<file path="src/rtl/bfss_pkg.sv">
// Shared constants, codes and control types for the brute-force substring search unit.
package bfss_pkg;

  // Store sizes and the widths that follow from them.
  localparam int PATTERN_MAX = 64;
  localparam int TEXT_MAX    = 1024;
  localparam int PCNT_W      = $clog2(PATTERN_MAX + 1);
  localparam int PADDR_W     = (PATTERN_MAX > 1) ? $clog2(PATTERN_MAX) : 1;
  localparam int TCNT_W      = $clog2(TEXT_MAX + 1);
  localparam int TADDR_W     = (TEXT_MAX > 1) ? $clog2(TEXT_MAX) : 1;
  localparam int SYM_W       = 8;
  localparam int ACT_W       = 2;
  localparam int POS_W       = 10;

  // Item action codes.
  typedef enum logic [ACT_W-1:0] {
    ACT_PATTERN = 2'd0,
    ACT_TEXT    = 2'd1,
    ACT_SEARCH  = 2'd2
  } action_t;

  // Commands from the controller to the datapath.
  typedef struct packed {
    logic load_pat;
    logic load_txt;
    logic init;
    logic step;
    logic finish;
  } ctrl_cmd_t;

  // Status from the datapath to the controller.
  typedef struct packed {
    logic more;
  } dp_status_t;

endpackage

</file>
<file path="src/rtl/bfss_ctrl.sv">
// Controller state machine for the brute-force substring search unit.
module bfss_ctrl (
  input  logic                          clk,
  input  logic                          rst_n,
  input  logic                          start,
  input  logic [bfss_pkg::ACT_W-1:0]    in_action,
  input  bfss_pkg::dp_status_t          status,
  output bfss_pkg::ctrl_cmd_t           cmd,
  output logic                          busy,
  output logic                          out_valid
);

  typedef enum logic [2:0] {
    S_IDLE  = 3'b001,
    S_CHECK = 3'b010,
    S_CMP   = 3'b100
  } state_t;

  state_t state_r, state_nxt;
  logic   valid_r;

  // Next state and command decode.
  always_comb begin
    state_nxt = state_r;
    cmd       = '0;
    case (state_r)
      S_IDLE: begin
        if (start) begin
          case (in_action)
            bfss_pkg::ACT_PATTERN: cmd.load_pat = 1'b1;
            bfss_pkg::ACT_TEXT:    cmd.load_txt = 1'b1;
            bfss_pkg::ACT_SEARCH: begin
              cmd.init  = 1'b1;
              state_nxt = S_CHECK;
            end
            default: ;
          endcase
        end
      end
      S_CHECK: begin
        // The stores are read at the current indices during this cycle.
        if (status.more) begin
          state_nxt = S_CMP;
        end else begin
          cmd.finish = 1'b1;
          state_nxt  = S_IDLE;
        end
      end
      S_CMP: begin
        cmd.step  = 1'b1;
        state_nxt = S_CHECK;
      end
      default: state_nxt = S_IDLE;
    endcase
  end

  // State and result strobe registers.
  always_ff @(posedge clk) begin
    if (!rst_n) begin
      state_r <= S_IDLE;
      valid_r <= 1'b0;
    end else begin
      state_r <= state_nxt;
      valid_r <= cmd.finish;
    end
  end

  assign busy      = (state_r != S_IDLE);
  assign out_valid = valid_r;

endmodule

</file>
<file path="config.mk">
export PLATFORM = sky130hd
export DESIGN_NAME = bfss_ctrl
export DESIGN_NICKNAME = d
export VERILOG_FILES = /design/src/rtl/bfss_pkg.sv /design/src/rtl/bfss_ctrl.sv
export SDC_FILE = /design/constraint.sdc
export NUM_CORES = 1
export LEC_CHECK = 0
export BUFFER_PORTS_ARGS = -buffer_cell sky130_fd_sc_hd__buf_2
export CORE_AREA = 2 2 39 41
export CTS_BUF_LIST = sky130_fd_sc_hd__clkbuf_8
export CTS_CLUSTER_DIAMETER = 150
export CTS_CLUSTER_SIZE = 30
export DETAILED_ROUTE_END_ITERATION = 8
export DIE_AREA = 0 0 41 43
export PLACE_DENSITY = 0.44
export SLEW_MARGIN = 10
export SYNTH_ARGS = -nofsm -noshare
export SYNTH_HDL_FRONTEND = slang
export SYNTH_SLANG_ARGS = --single-unit
</file>
<file path="constraint.sdc">
create_clock -name clk -period 1.6 [get_ports clk]
set_clock_uncertainty 0.15 [all_clocks]
set_input_delay 0.16 -clock clk [delete_from_list [all_inputs] [get_ports clk]]
set_output_delay 0.16 -clock clk [all_outputs]
set_load 0.1 [all_outputs]
</file>
== Word level (Yosys, flattened, before mapping) ==
Index checks and enable logic that the tools add are counted.

* Eq/ne operators: 8
* Multiplexer cells: 12
* Reductions and logical operators: 2

{| class="wikitable"
|+ Operators with widths
! cell !! count
|-
| two-way mux 3 bit || 5
|-
| one-hot mux 3 bit (3 select lines) || 1
|-
| two-way mux 1 bit || 6
|-
| == test 3 x 1 -> 1 bit, second input constant || 1
|-
| == test 3 x 2 -> 1 bit, second input constant || 1
|-
| == test 3 bit, second input constant || 1
|-
| inequality test 3 x 1 -> 1 bit, second input constant || 1
|-
| == test 2 x 1 -> 1 bit, second input constant || 1
|-
| == test 2 bit, second input constant || 1
|-
| zero test 2 bit || 1
|-
| inequality test 2 x 1 -> 1 bit, second input constant || 1
|-
| inequality test 2 bit, second input constant || 1
|-
| AND reduction 2 bit || 1
|}

* Register bits: 4
* Input bits: 6
* Output and inout port bits: 7
* Logic and storage cells: 24

== Depth between registers and ports, before layout ==
Gate-level depths: netlist of run 1.

* Depth after elaboration: 4
* Depth in mapped cells: 3
* Depth with buffers taken out: 3

== Worst setup path before layout of run 1 ==
No wires, ideal clock.

* Kind: reg-to-reg
* From: reg state_r[2]
* To: reg state_r[0]
* Library setup time: 0.234 ns
* Data arrival time: 2.851 ns
* Required time: 1.216 ns
* Path slack: -1.635 ns
* Cell stages (with the launch flop): 4
* Path buffers: 0
* Clock period less this slack: 3.235 ns
* Cell sequence: dfxtp_1 nor3b_1 a21o_1 o21ai_0

* Cells in the longest elaborated chain, start to end: 3
* Elaborated cells between the ends (all ways): 7
* Those cells by class: eq/ne (5); mux (1); reduce/logical (1)

{| class="wikitable"
|+ RTL lines
! what !! RTL line !! text
|-
| from (decl) || bfss_ctrl.sv:19 || <nowiki>state_t state_r, state_nxt;</nowiki>
|-
| from (signal assigned) || bfss_ctrl.sv:63 || <nowiki>state_r <= state_nxt;</nowiki>
|-
| == test 3 x 1 -> 1 bit || bfss_ctrl.sv:26 || <nowiki>case (state_r)</nowiki>
|-
| inequality test 2 x 1 -> 1 bit (no source line) / inequality test 2 bit (equally long branches) || n/a ||
|-
| AND reduction 2 bit (no source line) || n/a ||
|}

Several ways; a longest one is shown, not always the timed one.
A chain may end at the register's enable or synchronous reset.

==> results.md, run 1 <==
* GRT Util Overall at 0.0773
* Design area at 482 um2
* Startpoint types: flip-flop
* Placer congestion estimate at 0.599
* Max FO, Critical Path at 6
* Reg-to-Reg Start: state_r[0]
* Core outline area at 0.00138 mm2
* Ys Warns at 0
* Root Buffer: clkbuf_8
* Tcrit/Tclk final at 0.980
* Setup TNS at 0 ns
* Placed Cells at 50
* CTS clock-pin slew for the worst setup and hold paths at 0.04 ns
* Residual DRC count at 0
* Final core occ at 0.348
* Die W at 41 um
* Hold WS at 0.0395 ns
* Pwr Density at 845 mW/mm2
* Synth Register Bits at 4
* GRT overflow at 0
* Worst min path class: in -> reg
* Fmax at 638 MHz
* Finished Layout Cells at 57
* Final nets at 48
* H-Tree Depth at 1
* Layout cells sized above 1 at 0.707
* Clock Path Buffers at 2
* Detailed Place HPWL at 399 um
* Critical Path AT at 1.26 ns
* Post-Syn Instances at 21
* Post-synth net total at 27
* Status: finished, final reports clean
* Syn-to-layout area delta at 144%
* Rel. slew slack at 0.679
* Clock Sinks at 4
* Cell Area, Synth at 198 um2
* Routed Antenna Nets at 0
* Initial Util at 0.143
* # setup viols final at 0
* # fillers at 140
* Worst slew pin tran at 0.486 ns
* Die footprint at 0.00176 mm2
* Post-place instance area at 409 um2
* Final min period at 1.57 ns
* IO Port Bufs at 12
* Initial antenna violation count at 0
* Cell variety after synth at 14
* DR vias at 233
* Vias in the first global route at 205
* Most frequent cells in the layout: buf_2, buf_12, nor2_2, clkbuf_8, buf_4
* Nature of the critical path endpoint: output pin
* Slew Limit Fails at 0
* Sequential fraction of the synthesis area at 0.405
* Final Hold Vio Count at 0
* First-pass GRT wire length at 834 um
* DR pass1 iterations at 2
* DRT iter0 DRCs at 1
* # IOs at 13
* Wire length per cell at 9.40 um
* Post-Syn Area per Cell at 9.41 um2
* Antenna Cells at 0
* Crit path from: state_r[0]
* Num CTS Buffers at 3
* Crit Path Category: reg -> out
* Largest net degree at the start of global routing at 7
* Unrepaired setup endpoints after global routing: yes
* Worst EP required at 1.29 ns
* Max Cap Violations at 0
* Hold Crit Start: status
* CTS tree: done
* DRT Wirelength at 536 um
* Die height at 43 um
* Clock insertion delay at the later pin of the skew report at 0.22 ns
* Maximum vdd drop at 624 uV
* Vias per cell at 4.09
* Num rows at 14
* Leak at 0.212 nW
==> synthesized netlist by cell type <==
cell type,number,share of area
a21o_1,1,0.038
and2_1,1,0.032
and2b_1,1,0.038
and3_1,1,0.032
dfxtp_1,4,0.41
inv_1,1,0.019
mux2_2,1,0.057
nand2_1,1,0.019
nand4b_1,2,0.089
nor2_1,3,0.057
nor3_1,1,0.025
nor3b_1,1,0.038
nor3b_2,2,0.13
o21ai_0,1,0.025
==> sequential cells by signal, indices dropped and copies added, names as in the netlist <==
register and count:
state_r 3, out_valid 1
==> cells by family after synthesis <==
family                 count (synthesis)  synth area share
and+or+nand+nor                       13             0.456
DFF                                    4             0.405
AOI/OAI and AO/OA                      2            0.0633
muxes                                  1            0.0570
buffers and inverters                  1            0.0190
==> repair_timing <==
action / in CTS / in global routing
endpoints found under the hold margin: 1 / 0
setup buffers: 0 / 2
hold buffers: 1 / 0
endpoints found under the setup margin: 0 / 3
gates resized for setup: 0 / 1
==> per-stage QoR <==
stage                     setup slack, ns  power (mW)
after floorplan                    -0.195       0.149
after global placement              0.266       0.181
after detailed placement            0.268       0.180
after CTS                          0.0191       0.413
after global routing              -0.0461       0.429
final                              0.0328       0.407
==> layout make-up <==
type / count / area [um2] / share of cell area
timing repair buffer: 16 / 183 / 0.379
multi-input combinational: 16 / 145 / 0.301
sequential: 4 / 85.1 / 0.177
clock buffer: 3 / 41.3 / 0.0857
tap: 16 / 20.0 / 0.0416
clock inverter: 1 / 3.75 / 0.00779
inverter: 1 / 3.75 / 0.00779
==> critical path: stages, from the launching register on <==
cell and delay, ns:
dfxtp_4 0.36, nand4b_1 0.18, nor3_4 0.28, buf_12 0.20
==> power breakdown <==
| group | internal [mW] | switching, mW | total [mW] |
|---|---|---|---|
| clock | 0.164 | 0.0596 | 0.224 |
| combinational | 0.0324 | 0.0484 | 0.0808 |
| sequential | 0.101 | 0.00193 | 0.103 |
==> worst paths after layout <==
kind / end / slack, ns / cells past startpoint
setup / recovery: cmd[2] / 0.03 / 3
hold / removal: state_r[2] / 0.04 / 2
setup reg to reg: state_r[0] / 0.31 / 4
hold reg to reg: state_r[1] / 0.34 / 1
==> per-layer routing <==
layer,global-route usage,routed length [um],part of all wire
met5,0,0,0
met4,0.0800,17,0.032
met3,0.0471,69,0.13
met2,0.0781,216,0.40
met1,0.0997,233,0.43
Note: power is estimated with default switching activity, not from simulation.
==> run 2: changes to the inputs <==
--- a/config.mk
+++ b/config.mk
@@ -5,14 +5,14 @@
 export SDC_FILE = /design/constraint.sdc
 export NUM_CORES = 1
 export LEC_CHECK = 0
-export BUFFER_PORTS_ARGS = -buffer_cell sky130_fd_sc_hd__buf_2
 export CORE_AREA = 2 2 39 41
 export CTS_BUF_LIST = sky130_fd_sc_hd__clkbuf_8
 export CTS_CLUSTER_DIAMETER = 150
 export CTS_CLUSTER_SIZE = 30
 export DETAILED_ROUTE_END_ITERATION = 8
 export DIE_AREA = 0 0 41 43
-export PLACE_DENSITY = 0.44
+export DONT_BUFFER_PORTS = 1
+export PLACE_DENSITY = 0.35
 export SLEW_MARGIN = 10
 export SYNTH_ARGS = -nofsm -noshare
 export SYNTH_HDL_FRONTEND = slang
==> results.md, run 2 (same netlist as run 1, synthesis figures left out) <==
* Largest register by flop count: state_r
* Final Hold Vio Count at 0 (unchanged)
* CP peak stage delay at 0.36 ns (about the same)
* Max FO, Critical Path at 6 (unchanged)
* Largest net degree at the start of global routing at 7 (unchanged)
* Final core occ at 0.330 (-0.0181)
* Root Buffer: clkbuf_8
* Max reg flops at 3 (unchanged)
* DRT Wirelength at 580 um (+8.2%)
* Vias in the first global route at 202 (-1.5%)
* Leak at 0.194 nW (-8.6%)
* Maximum vdd drop at 508 uV (-19%)
* Clock insertion delay at the later pin of the skew report at 0.23 ns (about the same)
* CP max-delay cell: dfxtp_4
* Residual DRC count at 0 (unchanged)
* Antenna Cells at 0 (unchanged)
* Startpoint types: flip-flop
* Rel. slew slack at 0.814 (+0.136)
* Unrepaired setup endpoints after global routing: yes
* Nature of the critical path endpoint: output pin
* First-pass GRT wire length at 883 um (+5.9%)
* Setup TNS at 0 ns (unchanged)
* Initial antenna violation count at 0 (unchanged)
* GRT Util Overall at 0.0834 (+0.00611)
* Clock Path Buffers at 2 (unchanged)
* # IOs at 13 (unchanged)
* Tcrit/Tclk final at 0.980 (about the same)
* Final min period at 1.57 ns (+0.00130 ns)
* Final nets at 44 (-8.3%)
* Worst min path class: in -> reg
* # setup viols final at 0 (unchanged)
* Hold WS at 0.156 ns (+0.117 ns)
* Most frequent cells in the layout: buf_12, buf_4, nor2_2, clkbuf_8
* Num rows at 14 (unchanged)
* CTS tree: done
* CTS clock-pin slew for the worst setup and hold paths at 0.04 ns (about the same)
* # fillers at 149 (+6.4%)
* Crit Path Category: reg -> out
* Routed Antenna Nets at 0 (unchanged)
* H-Tree Depth at 1 (unchanged)
* Placed Cells at 45 (-10%)
* Wire length per cell at 10.9 um (+16%)
* Fmax at 638 MHz (about the same)
* Die W at 41 um (unchanged)
* Num CTS Buffers at 3 (unchanged)
* Layout cells sized above 1 at 0.649 (-0.0587)
* Slew Limit Fails at 0 (unchanged)
* GRT overflow at 0 (unchanged)
* Die height at 43 um (unchanged)
* Finished Layout Cells at 53 (-7.0%)
* Vias per cell at 3.91 (-4.5%)
* DR vias at 207 (-11%)
* Worst EP required at 1.29 ns (about the same)
* Worst slew pin tran at 0.281 ns (-0.205 ns)
* Critical Path AT at 1.26 ns (about the same)
* PnR Total Power at 0.403 mW (-0.92%)
* Die footprint at 0.00176 mm2 (unchanged)
* Syn-to-layout area delta at 131%
* DR pass1 iterations at 2 (unchanged)
* Placer congestion estimate at 0.733 (+22%)
* Clock Sinks at 4 (unchanged)
* Pwr Density at 883 mW/mm2 (+4.5%)
* Critical path cell sequence: nand4b_1, nor3_4, buf_12
* IO Port Bufs at 0 (-12)
* DRT iter0 DRCs at 1 (unchanged)
* Status: finished, final reports clean
* Max Cap Violations at 0 (unchanged)
* Core outline area at 0.00138 mm2 (unchanged)
* Initial Util at 0.143 (unchanged)
* Detailed Place HPWL at 413 um (+3.3%)
[run 2: cell count changes in the layout (fill, tap and decap cells not counted), sizes merged]
cell	change
dlygate4sd3	+1
buf	-5
[run 2: area by class of cell]
type	count	area, um2	area share
inverter	1	3.75	0.00822
clock buffer	3	41.3	0.0904
sequential	4	85.1	0.186
timing repair buffer	12	158	0.345
multi-input combinational	16	145	0.318
tap	16	20.0	0.0438
clock inverter	1	3.75	0.00822
[run 2: stage by stage]
stage / area, um2 / worst slack (ns)
floorplan: 231 / -0.195
global placement: 374 / 0.292
detailed placement: 374 / 0.273
CTS: 439 / 0.0208
global route: 457 / -0.0263
finish: 457 / 0.0315
[run 2: worst max-delay path: cells and delay by family (launching register included)]
family / cells / cell delay (ns)
buf+inv: 1 / 0.20
flops: 1 / 0.36
simple gates: 2 / 0.46
[run 2: per-layer routing]
| metal | GRT usage | routed length [um] |
|---|---|---|
| met5 | 0 | 0 |
| met4 | 0.0800 | 26 |
| met3 | 0.0628 | 35 |
| met2 | 0.103 | 290 |
| met1 | 0.0839 | 228 |
[run 2: final timing paths]
kind | end | from | slack, ns | cells after the start
max reg2reg | state_r[0] | state_r[0] | 0.31 | 4
min | out_valid | status | 0.16 | 2
max | cmd[2] | state_r[0] | 0.03 | 3
min reg2reg | state_r[1] | state_r[1] | 0.45 | 2
[run 2: where the power goes]
| group | internal [mW] | leakage (nW) | switching [mW] |
|---|---|---|---|
| Combinational | 0.0300 | 0.134 | 0.0463 |
| Sequential | 0.101 | 0.0329 | 0.00171 |
| Clock | 0.164 | 0.0269 | 0.0606 |
| Total | 0.295 | 0.194 | 0.109 |
[run 2: what timing repair did]
item                       4_1_cts  5_1_grt
hold endpoints to repair         4        0
setup buffers                    0        2
hold buffers                     2        0
setup endpoints to repair        0        3
gates resized for setup          0        1
==> run 3: changes to the inputs <==
--- a/config.mk
+++ b/config.mk
@@ -12,7 +12,7 @@
 export DETAILED_ROUTE_END_ITERATION = 8
 export DIE_AREA = 0 0 41 43
 export DONT_BUFFER_PORTS = 1
-export PLACE_DENSITY = 0.35
+export PLACE_DENSITY = 0.36
 export SLEW_MARGIN = 10
 export SYNTH_ARGS = -nofsm -noshare
 export SYNTH_HDL_FRONTEND = slang
==> constraint.sdc (replaced) <==
create_clock -name clk -period 1.3 [get_ports clk]
set_clock_uncertainty 0.15 [all_clocks]
set_input_delay 0.13 -clock clk [delete_from_list [all_inputs] [get_ports clk]]
set_output_delay 0.13 -clock clk [all_outputs]
set_load 0.1 [all_outputs]
==> results.md, run 3 (same netlist as run 1, synthesis figures left out) <==
* Num rows at 14 (unchanged)
* CTS clock-pin slew for the worst setup and hold paths at 0.03 ns (about the same)
* Pint at 0.360 mW (+22%)
* Nature of the critical path endpoint: output pin
* Vias in the first global route at 220 (+8.9%)
* Slew Limit Fails at 0 (unchanged)
* Worst min path class: in -> reg
* Die footprint at 0.00176 mm2 (unchanged)
* R2r setup slk at -0.05 ns (-0.36 ns)
* Placer congestion estimate at 0.695 (-5.1%)
* Clk pwr share at 0.533 (-0.024)
* DRT iter0 DRCs at 3 (+2)
* CP peak stage delay at 0.35 ns (about the same)
* Residual DRC count at 0 (unchanged)
* Max reg flops at 3 (unchanged)
* Max Cap Violations at 0 (unchanged)
* Root Buffer: clkbuf_8
* Critical Path AT at 1.25 ns (about the same)
* Worst Hold Depth at 2 (unchanged)
* Net switching power at 0.124 mW (+14%)
* Largest register by flop count: state_r
* Most common cell after layout, fill and taps aside: buf_4
* Initial Util at 0.143 (unchanged)
* Design area at 541 um2 (+18%)
* Comb power frac at 0.212 (+0.023)
* Num CTS Buffers at 3 (unchanged)
* Routed Antenna Nets at 0 (unchanged)
* Max FO, Critical Path at 4 (-2)
* Final min period at 1.53 ns
* R2R depth at 6 (+2)
* Sequential share of power at 0.255 (about the same)
* Post-place instance area at 430 um2 (+15%)
* Layout cells sized above 1 at 0.756 (+0.107)
* Die height at 43 um (unchanged)
* Crit Path Category: reg -> out
* Fmax at 652 MHz
* H-Tree Depth at 1 (unchanged)
* DR pass1 iterations at 2 (unchanged)
* DRT Wirelength at 530 um (-8.6%)
* Setup Slack @ Placement at -0.0377 ns (-0.310 ns)
* Pwr Density at 895 mW/mm2 (+1.3%)
* # IOs at 13 (unchanged)
* Setup TNS at -1.11 ns (-1.11 ns)
* # setup viols final at 7 (+7)
* Syn-to-layout area delta at 173%
* PnR worst setup slack at -0.235 ns (-0.266 ns)
* Reg-to-Reg Start: state_r[0]
* Initial antenna violation count at 0 (unchanged)
* Clock Path Buffers at 2 (unchanged)
* Most frequent cells in the layout: buf_4, buf_12, nor2_4, clkbuf_8, dfxtp_4
* Worst r2r dst: state_r[0]
* Switch share at 0.255 (-0.0139)
* Final core occ at 0.391 (+0.0606)
* Worst slew pin tran at 0.278 ns (-0.00232 ns)
* CP Buf/Inv Count at 1 (unchanged)
* Die W at 41 um (unchanged)
* First-pass GRT wire length at 890 um (+0.79%)
* Delay-heaviest family, CP: simple AND/OR/NAND/NOR gates
* Vias per cell at 4.05 (+3.8%)
* Maximum vdd drop at 491 uV (-3.3%)
* Antenna Cells at 0 (unchanged)
* IO Port Bufs at 0 (unchanged)
* Core outline area at 0.00138 mm2 (unchanged)
* Clock Sinks at 4 (unchanged)
* CTS tree: done
* Hold Crit Start: status
* Status: complete, but fails checks
* Final Hold Vio Count at 0 (unchanged)
* Rel. slew slack at 0.816 (+0.00154)
* Tcrit/Tclk final at 1.18
* DR vias at 231 (+12%)
* Startpoint types: flip-flop
* GRT overflow at 0 (unchanged)
* Failing checks: negative setup slack
* Most Frequent Cell on Critical Path: nor2_4
* Worst EP required at 1.02 ns (-0.27 ns)
* Wire length per cell at 9.30 um (-15%)
* Clock insertion delay at the later pin of the skew report at 0.22 ns (about the same)
* Unrepaired setup endpoints after global routing: yes
* Largest net degree at the start of global routing at 6 (-1)
* GRT Util Overall at 0.0835 (+0.0000839)
* Hold Path End: out_valid
* CP max-delay cell: dfxtp_4
* Critical path cell sequence: nor2_4, nand4b_1, nor2_4, buf_12
* Final nets at 49 (+11%)
* Leak at 0.222 nW (+14%)
==> run 3: changes by cell type in the layout (fill, tap and decap cells not counted), sizes merged <==
cell	before	now
buf	10	15
inv	2	1
==> run 3: how the worst max path moves through the flow <==
stage               slack [ns]        from  cells after the start         end
CTS                      -0.26  state_r[2]                      4      cmd[3]
global placement        -0.008  state_r[1]                      4      cmd[3]
floorplan                -0.44  state_r[0]                      3  state_r[0]
detailed placement       -0.04  state_r[1]                      4      cmd[3]
global route             -0.28  state_r[2]                      4      cmd[3]
finish                   -0.23  state_r[2]                      4      cmd[3]
==> run 3: what timing repair did <==
item | CTS | global route
gates cloned | 0 | 0
hold endpoints to repair | 4 | 0
buffers inserted | 2 | 1
gates resized for setup | 7 | 1
setup endpoints to repair | 6 | 6
pin swaps | 5 | 5
hold buffers | 2 | 0
==> run 3: stage by stage <==
| step | power [mW] | hold slack, ns | instances |
|---|---|---|---|
| 4_1_cts | 0.492 | 0.133 | 56 |
| 3_5_place_dp | 0.217 | 0.0791 | 49 |
| 5_1_grt | 0.509 | 0.151 | 57 |
| 2_1_floorplan | 0.185 | 0.0590 | 21 |
| 6_report | 0.484 | 0.137 | 57 |
| 3_3_place_gp | 0.216 | 0.0615 | 49 |
==> run 3: layout make-up <==
cell class	instances	area (um2)
fillers	141	843
repair buffers	17	215
multi-input cells	16	169
flip-flops and latches	4	91.3
clock buffers	3	41.3
well taps	16	20.0
inverters	1	3.75
==> run 3: worst register-to-register path: stages (launching register included) <==
cell and delay, ns:
dfxtp_4 0.35, buf_4 0.13, buf_6 0.11, nor3b_4 0.22
buf_4 0.15, a21o_1 0.07, o21ai_1 0.05
==> run 3: layer usage <==
metal	vias to the layer above	part of all wire	global-route usage	wire [um]
met5	-	0	0	0
met4	0	0	0.0800	0
met3	0	0.057	0.0471	30
met2	7	0.55	0.116	294
met1	107	0.38	0.0809	204
li1	117	-	-	-
==> run 3: power groups by stage <==
stage	clock, mW	sequential (mW)	combinational [mW]
CTS	0.268	0.123	0.101
floorplan	0	0.127	0.0576
global route	0.279	0.123	0.106
detailed placement	0	0.126	0.0908
global placement	0	0.126	0.0903
finish	0.258	0.123	0.103
